`src/f2p_pkg.sv`:
```
// Package for the float-to-PCM16 converter: beat types and fixed constants.
// No dependencies; the converter and its testbench import it.
`timescale 1ns / 1ps

package f2p_pkg;

	localparam logic [31:0] ABS_MASK    = 32'h7FFF_FFFF;
	localparam logic [30:0] INF_BITS    = 31'h7F80_0000;
	localparam logic [30:0] ONE_BITS    = 31'h3F80_0000;
	localparam logic [14:0] SCALE_INT   = 15'd32767;
	localparam logic [15:0] PCM_MAX     = 16'sd32767;
	localparam logic [15:0] PCM_MIN     = -16'sd32767;
	localparam logic [8:0]  EXP_OFFSET  = 9'd150;
	localparam int          SH_MIN      = 8;
	localparam int          SH_MAX      = 25;

	typedef struct packed {
		logic [31:0] sample_bits;
		logic        end_of_block;
	} f2p_in_beat_t;

	typedef struct packed {
		logic signed [15:0] pcm_value;
		logic               end_of_block_out;
	} f2p_out_beat_t;

endpackage

```
`src/f2p_in_if.sv`:
```
// Input channel of the converter: valid/ready plus one float sample beat.
// Depends on nothing but the handshake convention.
`timescale 1ns / 1ps

interface f2p_in_if;
	logic        valid;
	logic        ready;
	logic [31:0] sample_bits;
	logic        end_of_block;

	modport source (output valid, sample_bits, end_of_block, input ready);
	modport sink   (input valid, sample_bits, end_of_block, output ready);
endinterface

```
`src/f2p_out_if.sv`:
```
// Output channel of the converter: valid/ready plus one PCM beat.
// Depends on nothing but the handshake convention.
`timescale 1ns / 1ps

interface f2p_out_if;
	logic               valid;
	logic               ready;
	logic signed [15:0] pcm_value;
	logic               end_of_block_out;

	modport source (output valid, pcm_value, end_of_block_out, input ready);
	modport sink   (input valid, pcm_value, end_of_block_out, output ready);
endinterface

```
`src/float_to_pcm16_converter.sv`:
```
// Top level of the float-to-PCM16 converter, a three-stage pipeline.
// Depends on f2p_pkg, f2p_in_if and f2p_out_if.
//
//   channel  | dir | beat contents
//   in_ch    | in  | sample_bits[31:0], end_of_block
//   out_ch   | out | pcm_value[15:0] signed, end_of_block_out
//
// One sample per cycle while out_ch is not stalled; a result passes the stage 1,
// stage 2 and stage 3 registers before it sits on out_ch.
// Stage 1 scales the mantissa, stage 2 rounds to single precision, stage 3
// rounds to an integer and saturates; the last stage is the output register.
// Reset clears the stage valid bits only.
// A stall on out_ch freezes every stage together; the input accepts whenever the
// output register is empty or being emptied.
`timescale 1ns / 1ps

module float_to_pcm16_converter
	import f2p_pkg::*;
(
	input  logic       clk,
	input  logic       arst_n,
	f2p_in_if.sink     in_ch,
	f2p_out_if.source  out_ch
);

	logic adv;

	// Stage 1 registers
	logic        v_s1;
	logic        sat_s1;
	logic        sat_pos_s1;
	logic        neg_s1;
	logic        zero_s1;
	logic [7:0]  bexp_s1;
	logic [38:0] prod_s1;
	logic        eob_s1;

	// Stage 2 registers
	logic        v_s2;
	logic        sat_s2;
	logic        sat_pos_s2;
	logic        neg_s2;
	logic        zero_s2;
	logic [4:0]  sh_s2;
	logic [24:0] q_s2;
	logic        eob_s2;

	// Stage 3 (output) registers
	logic               v_s3;
	logic signed [15:0] pcm_s3;
	logic               eob_s3;

	assign adv         = !v_s3 || out_ch.ready;
	assign in_ch.ready = adv;

	// ---- stage 1 logic
	logic [30:0] absb;
	logic [23:0] mant;
	assign absb = in_ch.sample_bits[30:0];
	assign mant = {1'b1, in_ch.sample_bits[22:0]};

	always_ff @(posedge clk or negedge arst_n) begin
		if (!arst_n) begin
			v_s1 <= 1'b0;
		end else if (adv) begin
			v_s1 <= in_ch.valid;
		end
	end

	always_ff @(posedge clk) begin
		if (adv) begin
			// NaN saturates positive; any other value above one keeps its sign.
			sat_s1     <= (absb > ONE_BITS);
			sat_pos_s1 <= (absb > INF_BITS) || !in_ch.sample_bits[31];
			neg_s1     <= in_ch.sample_bits[31];
			zero_s1    <= (in_ch.sample_bits[30:23] == 8'd0);
			bexp_s1    <= in_ch.sample_bits[30:23];
			prod_s1    <= 39'(mant) * 39'(SCALE_INT);
			eob_s1     <= in_ch.end_of_block;
		end
	end

	// ---- stage 2 logic: round the product to 24 significant bits
	logic        top;
	logic [24:0] q_trunc;
	logic        guard;
	logic        sticky;
	logic        rnd_up;
	logic [8:0]  sh_full;

	always_comb begin
		top = prod_s1[38];
		if (top) begin
			q_trunc = {1'b0, prod_s1[38:15]};
			guard   = prod_s1[14];
			sticky  = |prod_s1[13:0];
		end else begin
			q_trunc = {1'b0, prod_s1[37:14]};
			guard   = prod_s1[13];
			sticky  = |prod_s1[12:0];
		end
		rnd_up  = guard && (sticky || q_trunc[0]);
		sh_full = EXP_OFFSET - {1'b0, bexp_s1} - (top ? 9'd15 : 9'd14);
	end

	always_ff @(posedge clk or negedge arst_n) begin
		if (!arst_n) begin
			v_s2 <= 1'b0;
		end else if (adv) begin
			v_s2 <= v_s1;
		end
	end

	always_ff @(posedge clk) begin
		if (adv) begin
			sat_s2     <= sat_s1;
			sat_pos_s2 <= sat_pos_s1;
			neg_s2     <= neg_s1;
			// Shifts beyond the widest useful one always round to zero.
			zero_s2    <= zero_s1 || (sh_full > 9'(SH_MAX));
			sh_s2      <= sh_full[4:0];
			q_s2       <= q_trunc + 25'(rnd_up);
			eob_s2     <= eob_s1;
		end
	end

	// ---- stage 3 logic: round half away from zero, saturate, apply sign
	logic [25:0] biased;
	logic [25:0] shifted;
	logic [14:0] mag;
	logic signed [15:0] pcm_next;

	always_comb begin
		biased  = {1'b0, q_s2} + (26'd1 << (sh_s2 - 5'd1));
		shifted = biased >> sh_s2;
		if (zero_s2) begin
			mag = 15'd0;
		end else if (shifted > 26'(SCALE_INT)) begin
			mag = SCALE_INT;
		end else begin
			mag = shifted[14:0];
		end
		if (sat_s2) begin
			pcm_next = sat_pos_s2 ? PCM_MAX : PCM_MIN;
		end else if (neg_s2) begin
			pcm_next = -$signed({1'b0, mag});
		end else begin
			pcm_next = $signed({1'b0, mag});
		end
	end

	always_ff @(posedge clk or negedge arst_n) begin
		if (!arst_n) begin
			v_s3 <= 1'b0;
		end else if (adv) begin
			v_s3 <= v_s2;
		end
	end

	always_ff @(posedge clk) begin
		if (adv) begin
			pcm_s3 <= pcm_next;
			eob_s3 <= eob_s2;
		end
	end

	assign out_ch.valid            = v_s3;
	assign out_ch.pcm_value        = pcm_s3;
	assign out_ch.end_of_block_out = eob_s3;

	// The symmetric range never yields the most negative code.
	a_no_min_code: assert property (@(posedge clk) disable iff (!arst_n)
		v_s3 |-> (pcm_s3 != 16'sh8000))
		else $error("PCM output holds the most negative code");

	// A stall freezes an item held in the middle stage.
	a_s2_holds: assert property (@(posedge clk) disable iff (!arst_n)
		(v_s2 && !adv) |=> (v_s2 && $stable(q_s2)))
		else $error("Middle stage lost or changed its item during a stall");

	// A normal-range sample never needs an integer rounding shift below SH_MIN.
	a_shift_range: assert property (@(posedge clk) disable iff (!arst_n)
		(v_s2 && !zero_s2 && !sat_s2) |-> (sh_s2 >= 5'(SH_MIN)))
		else $error("Integer rounding shift below its minimum");

endmodule

```
`src/flat_wrapper.sv`:
```
// flat-port wrapper written by rule: the top's interface ports become plain ports
module float_to_pcm16_converter_flat import f2p_pkg::*;
  (clk, arst_n, in_ch_valid, in_ch_sample_bits, in_ch_end_of_block, in_ch_ready, out_ch_valid, out_ch_pcm_value, out_ch_end_of_block_out, out_ch_ready);
  f2p_in_if in_ch_i ();
  f2p_out_if out_ch_i ();
  input  logic clk;
  input  logic arst_n;
  input wire logic [$bits(in_ch_i.valid)-1:0] in_ch_valid;
  input wire logic [$bits(in_ch_i.sample_bits)-1:0] in_ch_sample_bits;
  input wire logic [$bits(in_ch_i.end_of_block)-1:0] in_ch_end_of_block;
  output wire logic [$bits(in_ch_i.ready)-1:0] in_ch_ready;
  output wire logic [$bits(out_ch_i.valid)-1:0] out_ch_valid;
  output wire logic [$bits(out_ch_i.pcm_value)-1:0] out_ch_pcm_value;
  output wire logic [$bits(out_ch_i.end_of_block_out)-1:0] out_ch_end_of_block_out;
  input wire logic [$bits(out_ch_i.ready)-1:0] out_ch_ready;
  assign in_ch_i.valid = in_ch_valid;
  assign in_ch_i.sample_bits = in_ch_sample_bits;
  assign in_ch_i.end_of_block = in_ch_end_of_block;
  assign in_ch_ready = in_ch_i.ready;
  assign out_ch_valid = out_ch_i.valid;
  assign out_ch_pcm_value = out_ch_i.pcm_value;
  assign out_ch_end_of_block_out = out_ch_i.end_of_block_out;
  assign out_ch_i.ready = out_ch_ready;
  float_to_pcm16_converter u_core (.clk(clk), .arst_n(arst_n), .in_ch(in_ch_i), .out_ch(out_ch_i));
endmodule
```
`config.mk`:
```
export PLATFORM = sky130hd
export DESIGN_NAME = float_to_pcm16_converter_flat
export DESIGN_NICKNAME = d
export VERILOG_FILES = /design/src/f2p_pkg.sv /design/src/f2p_in_if.sv /design/src/f2p_out_if.sv /design/src/float_to_pcm16_converter.sv /design/src/flat_wrapper.sv
export SDC_FILE = /design/constraint.sdc
export NUM_CORES = 1
export LEC_CHECK = 0
export BUFFER_PORTS_ARGS = -buffer_cell sky130_fd_sc_hd__buf_4
export CORE_ASPECT_RATIO = 1.2
export CORE_MARGIN = 2
export CORE_UTILIZATION = 25
export CTS_CLUSTER_DIAMETER = 200
export DETAILED_ROUTE_END_ITERATION = 8
export GPL_TIMING_DRIVEN = 1
export PLACE_DENSITY = 0.39
export SYNTH_ARGS = -nofsm -noshare
export SYNTH_HDL_FRONTEND = slang
export SYNTH_SLANG_ARGS = --single-unit
```
`constraint.sdc`:
```
create_clock -name clk -period 9.95 [get_ports clk]
set_clock_uncertainty 0.2 [all_clocks]
set_input_delay 0.4975 -clock clk [delete_from_list [all_inputs] [get_ports clk]]
set_output_delay 0.4975 -clock clk [all_outputs]
set_load 0.05 [all_outputs]
```
* Yosys cells after proc, flatten, opt, wreduce, memory -nomap -nowiden *
Cells that the tools add are included.

word-level totals
  register bits = 107
  latch bits = 0
  memory bits (writable) = 0
  ROM bits = 0
  output and inout port bits = 19
  word-level logic and storage cells = 51
  memories = 0

operators by class
  add/sub/neg operators = 6
  multiply operators = 1
  divide/modulo/power cells = 0
  order comparisons = 4
  eq/ne operators = 0
  shift-type cells = 2
  multiplexer cells = 9
  bitwise operators = 0
  reduce and logical (&&, ||, !) cells = 10

operators with widths
  kind                                                                               count
  16-bit two-way mux                                                                 3
  24-bit by 15-bit multiplier with 39-bit output, second input constant              1
  31-bit by 30-bit greater-than comparator with 1-bit output, second input constant  1
  31-bit greater-than comparator, second input constant                              1
  15-bit two-way mux                                                                 2
  25-bit by 26-bit adder with 26-bit output                                          1
  26-bit by 15-bit greater-than comparator with 1-bit output, second input constant  1
  1-bit by 5-bit << shifter with 26-bit output, first input constant                 1
  26-bit by 5-bit >> shifter with 26-bit output                                      1
  24-bit by 1-bit adder with 25-bit output                                           1
  24-bit two-way mux                                                                 1
  15-bit negator with 16-bit output                                                  1
  14-bit OR reduction                                                                1
  13-bit OR reduction                                                                1
  9-bit by 5-bit greater-than comparator with 1-bit output, second input constant    1
  8-bit by 8-bit subtractor with 9-bit output, first input constant                  1
  9-bit subtractor                                                                   1
  8-bit zero test                                                                    1
  5-bit by 1-bit subtractor with 5-bit output, second input constant                 1
  1-bit logical OR                                                                   4
  1-bit two-way mux                                                                  3
  1-bit zero test                                                                    2
  1-bit logical AND                                                                  1

* Longest topological paths before layout *
  depth after elaboration = 10
  gate-level depth with buffers = 26
  depth with buffers taken out = 25

* Worst setup path after synthesis *
No wires, ideal clock.

  path kind = input -> register
  start = input in_ch_sample_bits[8]
  end = register u_core.prod_s1[36], data pin
  library setup time = 262 ps
  arrival time = 6478 ps
  data required time = 9488 ps
  path slack = 3010 ps
  stages on the path = 21
  cells stage by stage = fa_1 > fa_1 > fa_1 > inv_1 > fa_1 > fa_1 > inv_1 > fa_1 > ha_1 > a21o_1 > a21oi_1 > o31ai_1 > a211o_1 > a221oi_1 > o21ai_0 > o41a_1 > a41oi_1 > nand2b_1 > a21oi_1 > a21oi_1 > xor2_1

between the ends
  cells in the longest elaborated chain, start to end = 1

ends and longest elaborated chain
  item                                            RTL line                        text
  start: declaration                              flat_wrapper.sv:9               input wire logic [$bits(in_ch_i.sample_bits)-1:0] in_ch_sample_bits;
  24-bit by 15-bit multiplier with 39-bit output  float_to_pcm16_converter.sv:78  prod_s1 <= 39'(mant) * 39'(SCALE_INT);
  end signal: assignment                          float_to_pcm16_converter.sv:78
  end: declaration                                float_to_pcm16_converter.sv:35  logic [38:0] prod_s1;

No other way between the ends.
A chain may end at the register's enable or synchronous reset.

* Final worst setup path *
Same ends and word-level chain as after synthesis.

==> impl_metrics.ini <==
[clock_tree]
path_clk_slew_ns = 0.08
cts_buffers = 9
cts_tree = done
insertion_delay_ns = 0.37
cts_root_buf = clkbuf_16
clockBufferDepth = 2
cts.sinks = 107
h-tree-depth = 3

[synth]
yosys_warnings = 0
synth_area_per_cell_um2 = 9.77
yosys_most_used_dff = edfxtp_1
synth_edf_count = 104
ys_ff_latch = 107
yosysTopAreaCellShare_pct = 23.0
yosysMostFrequentCell = inv_1
ys_top_cells_by_count = inv_1 (184), fa_1 (173), ha_1 (136), nand2_1 (105), edfxtp_1 (104)
netlist_instances = 1542
synth-seq-area-share_pct = 21.2
synthArstFlopShare_pct = 2.80
synth_largest_area_cell = fa_1
syn_area_um2 = 15100
synth_cell_type_count = 93
ys_top_cells_by_area = fa_1 (23%), edfxtp_1 (21%), ha_1 (11%), inv_1 (4.6%), xnor2_1 (3.7%)
synth_nets = 1888

[flow_run]
cap_viol_max_count = 0

[worst_setup_path]
startpoint = in_ch_sample_bits[8]
worstReg2RegStart = u_core.sh_s2[3]
cp-start-kind = input pin
cp_max_fo = 5
end_kind = register
path_class = in -> reg
crit_required_ns = 9.87
crit_arrival_ns = 7.15

[place]
placedInstanceArea_um2 = 16400
dpl_worst_slack_ns = 2.26
detailed_place_hpwl_um = 35500
gp_congestion = 0.905
io_buffers = 55

[route]
via_per_inst = 4.76
drt_iter0_drc = 611
vias = 11300
first_pass_iters = 5
wl_per_cell_um = 17.6
ant_nets = 0
drc = 0
routed_wl_um = 41900

[die]
num_rows = 98
dieArea_um2 = 62200
core_um2 = 59600
start_util_pct = 25.3
dieWidth_um = 228
io_pins = 56
die_y_um = 273

[global_routing]
grt_pass1_vias = 12100
grtUsageTotal_pct = 13.7
grt_overflow = 0
grt_max_degree = 65
grt_first_pass_wirelength_um = 67900
antenna_found_initial = 0

[sta]
fin_crit_ns = 7.23
tightest_slew_ns = 1.15
fin_tns_setup_ns = 0
hold_violations = 0
max_freq_mhz = 138
rsz0062_at_grt = false
slew_headroom_pct = 21.6
setup_viol = 0
fin_crit_sh_pct = 72.7
fin_ws_ns = 2.72
slew_violations = 0

[final_layout]
stdcell_area_um2 = 16700
synthToLayoutAreaGrowth_pct = 10.8
layout-drive-gt1-share_pct = 8.87
layout.nets = 1919
n_antenna_cell = 0
nFillCells = 6448

[outcome]
status = completed

[min_path]
hold_path.class = in -> reg
min_from = in_ch_end_of_block
## registers in the layout (all words and copies together), names as in the netlist, 5 cells and up
| name | flops |
|---|---|
| u_core.prod_s1 | 39 |
| u_core.q_s2 | 25 |
| u_core.out_ch.pcm_value | 16 |
| u_core.bexp_s1 | 8 |
| u_core.sh_s2 | 5 |
## path summary, 6_finish.rpt
path                                                  end  slack [ns]  depth (start not counted)
max in group asynchronous             u_core.out_ch.valid        9.21                          2
min in group asynchronous                     u_core.v_s1        0.25                          2
max                                    u_core.prod_s1[36]        2.72                         22
min reg2reg                u_core.out_ch.end_of_block_out        0.22                          0
max reg2reg                    u_core.out_ch.pcm_value[6]        2.87                         22
min                                         u_core.eob_s1         0.1                          1
## final cells by class
type / instances / area (um^2) / area share [%]
clock buffer: 10 / 229 / 1.37
inverter: 185 / 694 / 4.16
clock inverter: 6 / 60.1 / 0.360
timing repair buffer: 69 / 520 / 3.12
tap: 800 / 1000 / 6.00
sequential: 107 / 3200 / 19.2
multi-input combinational: 1201 / 11000 / 65.8
## cell usage in the layout, fill, tap and decap left out, drive strengths merged, types with 30 or more instances in the layout
cell type and n:
inv 186, fa 173, ha 136, nand2 105, edfxtp 104, a21oi 102, nor2 101, buf 68
xnor2 65, o21ai 60, nand3 41, a21o 30
## per-stage QoR
stage | cells | hold WS [ns] | util (%)
2_1_floorplan | 1542 | 0.00191 | -
3_3_place_gp | 2361 | 0.0881 | 27.5
3_5_place_dp | 2361 | 0.0894 | 27.5
4_1_cts | 2378 | 0.0692 | 28.0
5_1_grt | 2378 | 0.0765 | 28.0
6_report | 2378 | 0.0952 | 28.0
## logic make-up (layout without fill, tap and decap cells)
kind of cell    Yosys count  after routing  share of synthesized area, %
compound gates          370            370                          17.4
xor+xnor                 92             92                          5.40
fa+ha+maj               309            309                          34.3
buf+inv                 234            270                          5.91
flops                   107            107                          21.2
mux                      39             39                          3.05
simple gates            391            391                          12.7
## worst max-delay path: stages
cell and delay (ns):
buf_4 0.14, fa_1 0.59, fa_1 0.59, fa_1 0.56, inv_1 0.05, fa_1 0.46, fa_1 0.54, inv_1 0.05
fa_1 0.46, ha_1 0.38, a21o_1 0.20, a21oi_1 0.14, o31ai_1 0.16, a211o_1 0.34, a221oi_1 0.46, o21ai_0 0.26
o41a_1 0.42, a41oi_1 0.29, nand2b_1 0.08, a21oi_1 0.21, a21oi_1 0.12, xor2_1 0.14
## routing by layer
metal	GRT usage [%]	vias to the layer above	share of wire, %	routed length, um
met2	26.1	159	53	22400
met4	4.95	0	3.0	1270
met1	16.0	5558	42	17400
li1	-	5550	-	-
met3	1.35	63	2.0	845
met5	0	-	0	0
## repair_timing
item,4_1_cts,5_1_grt
buffers inserted,0,0
gates resized for setup,0,0
endpoints found under the hold margin,3,0
hold buffers,1,0
Power is not shown: default switching activity piles up to over one toggle a cycle in this logic, so the estimate is an artifact.
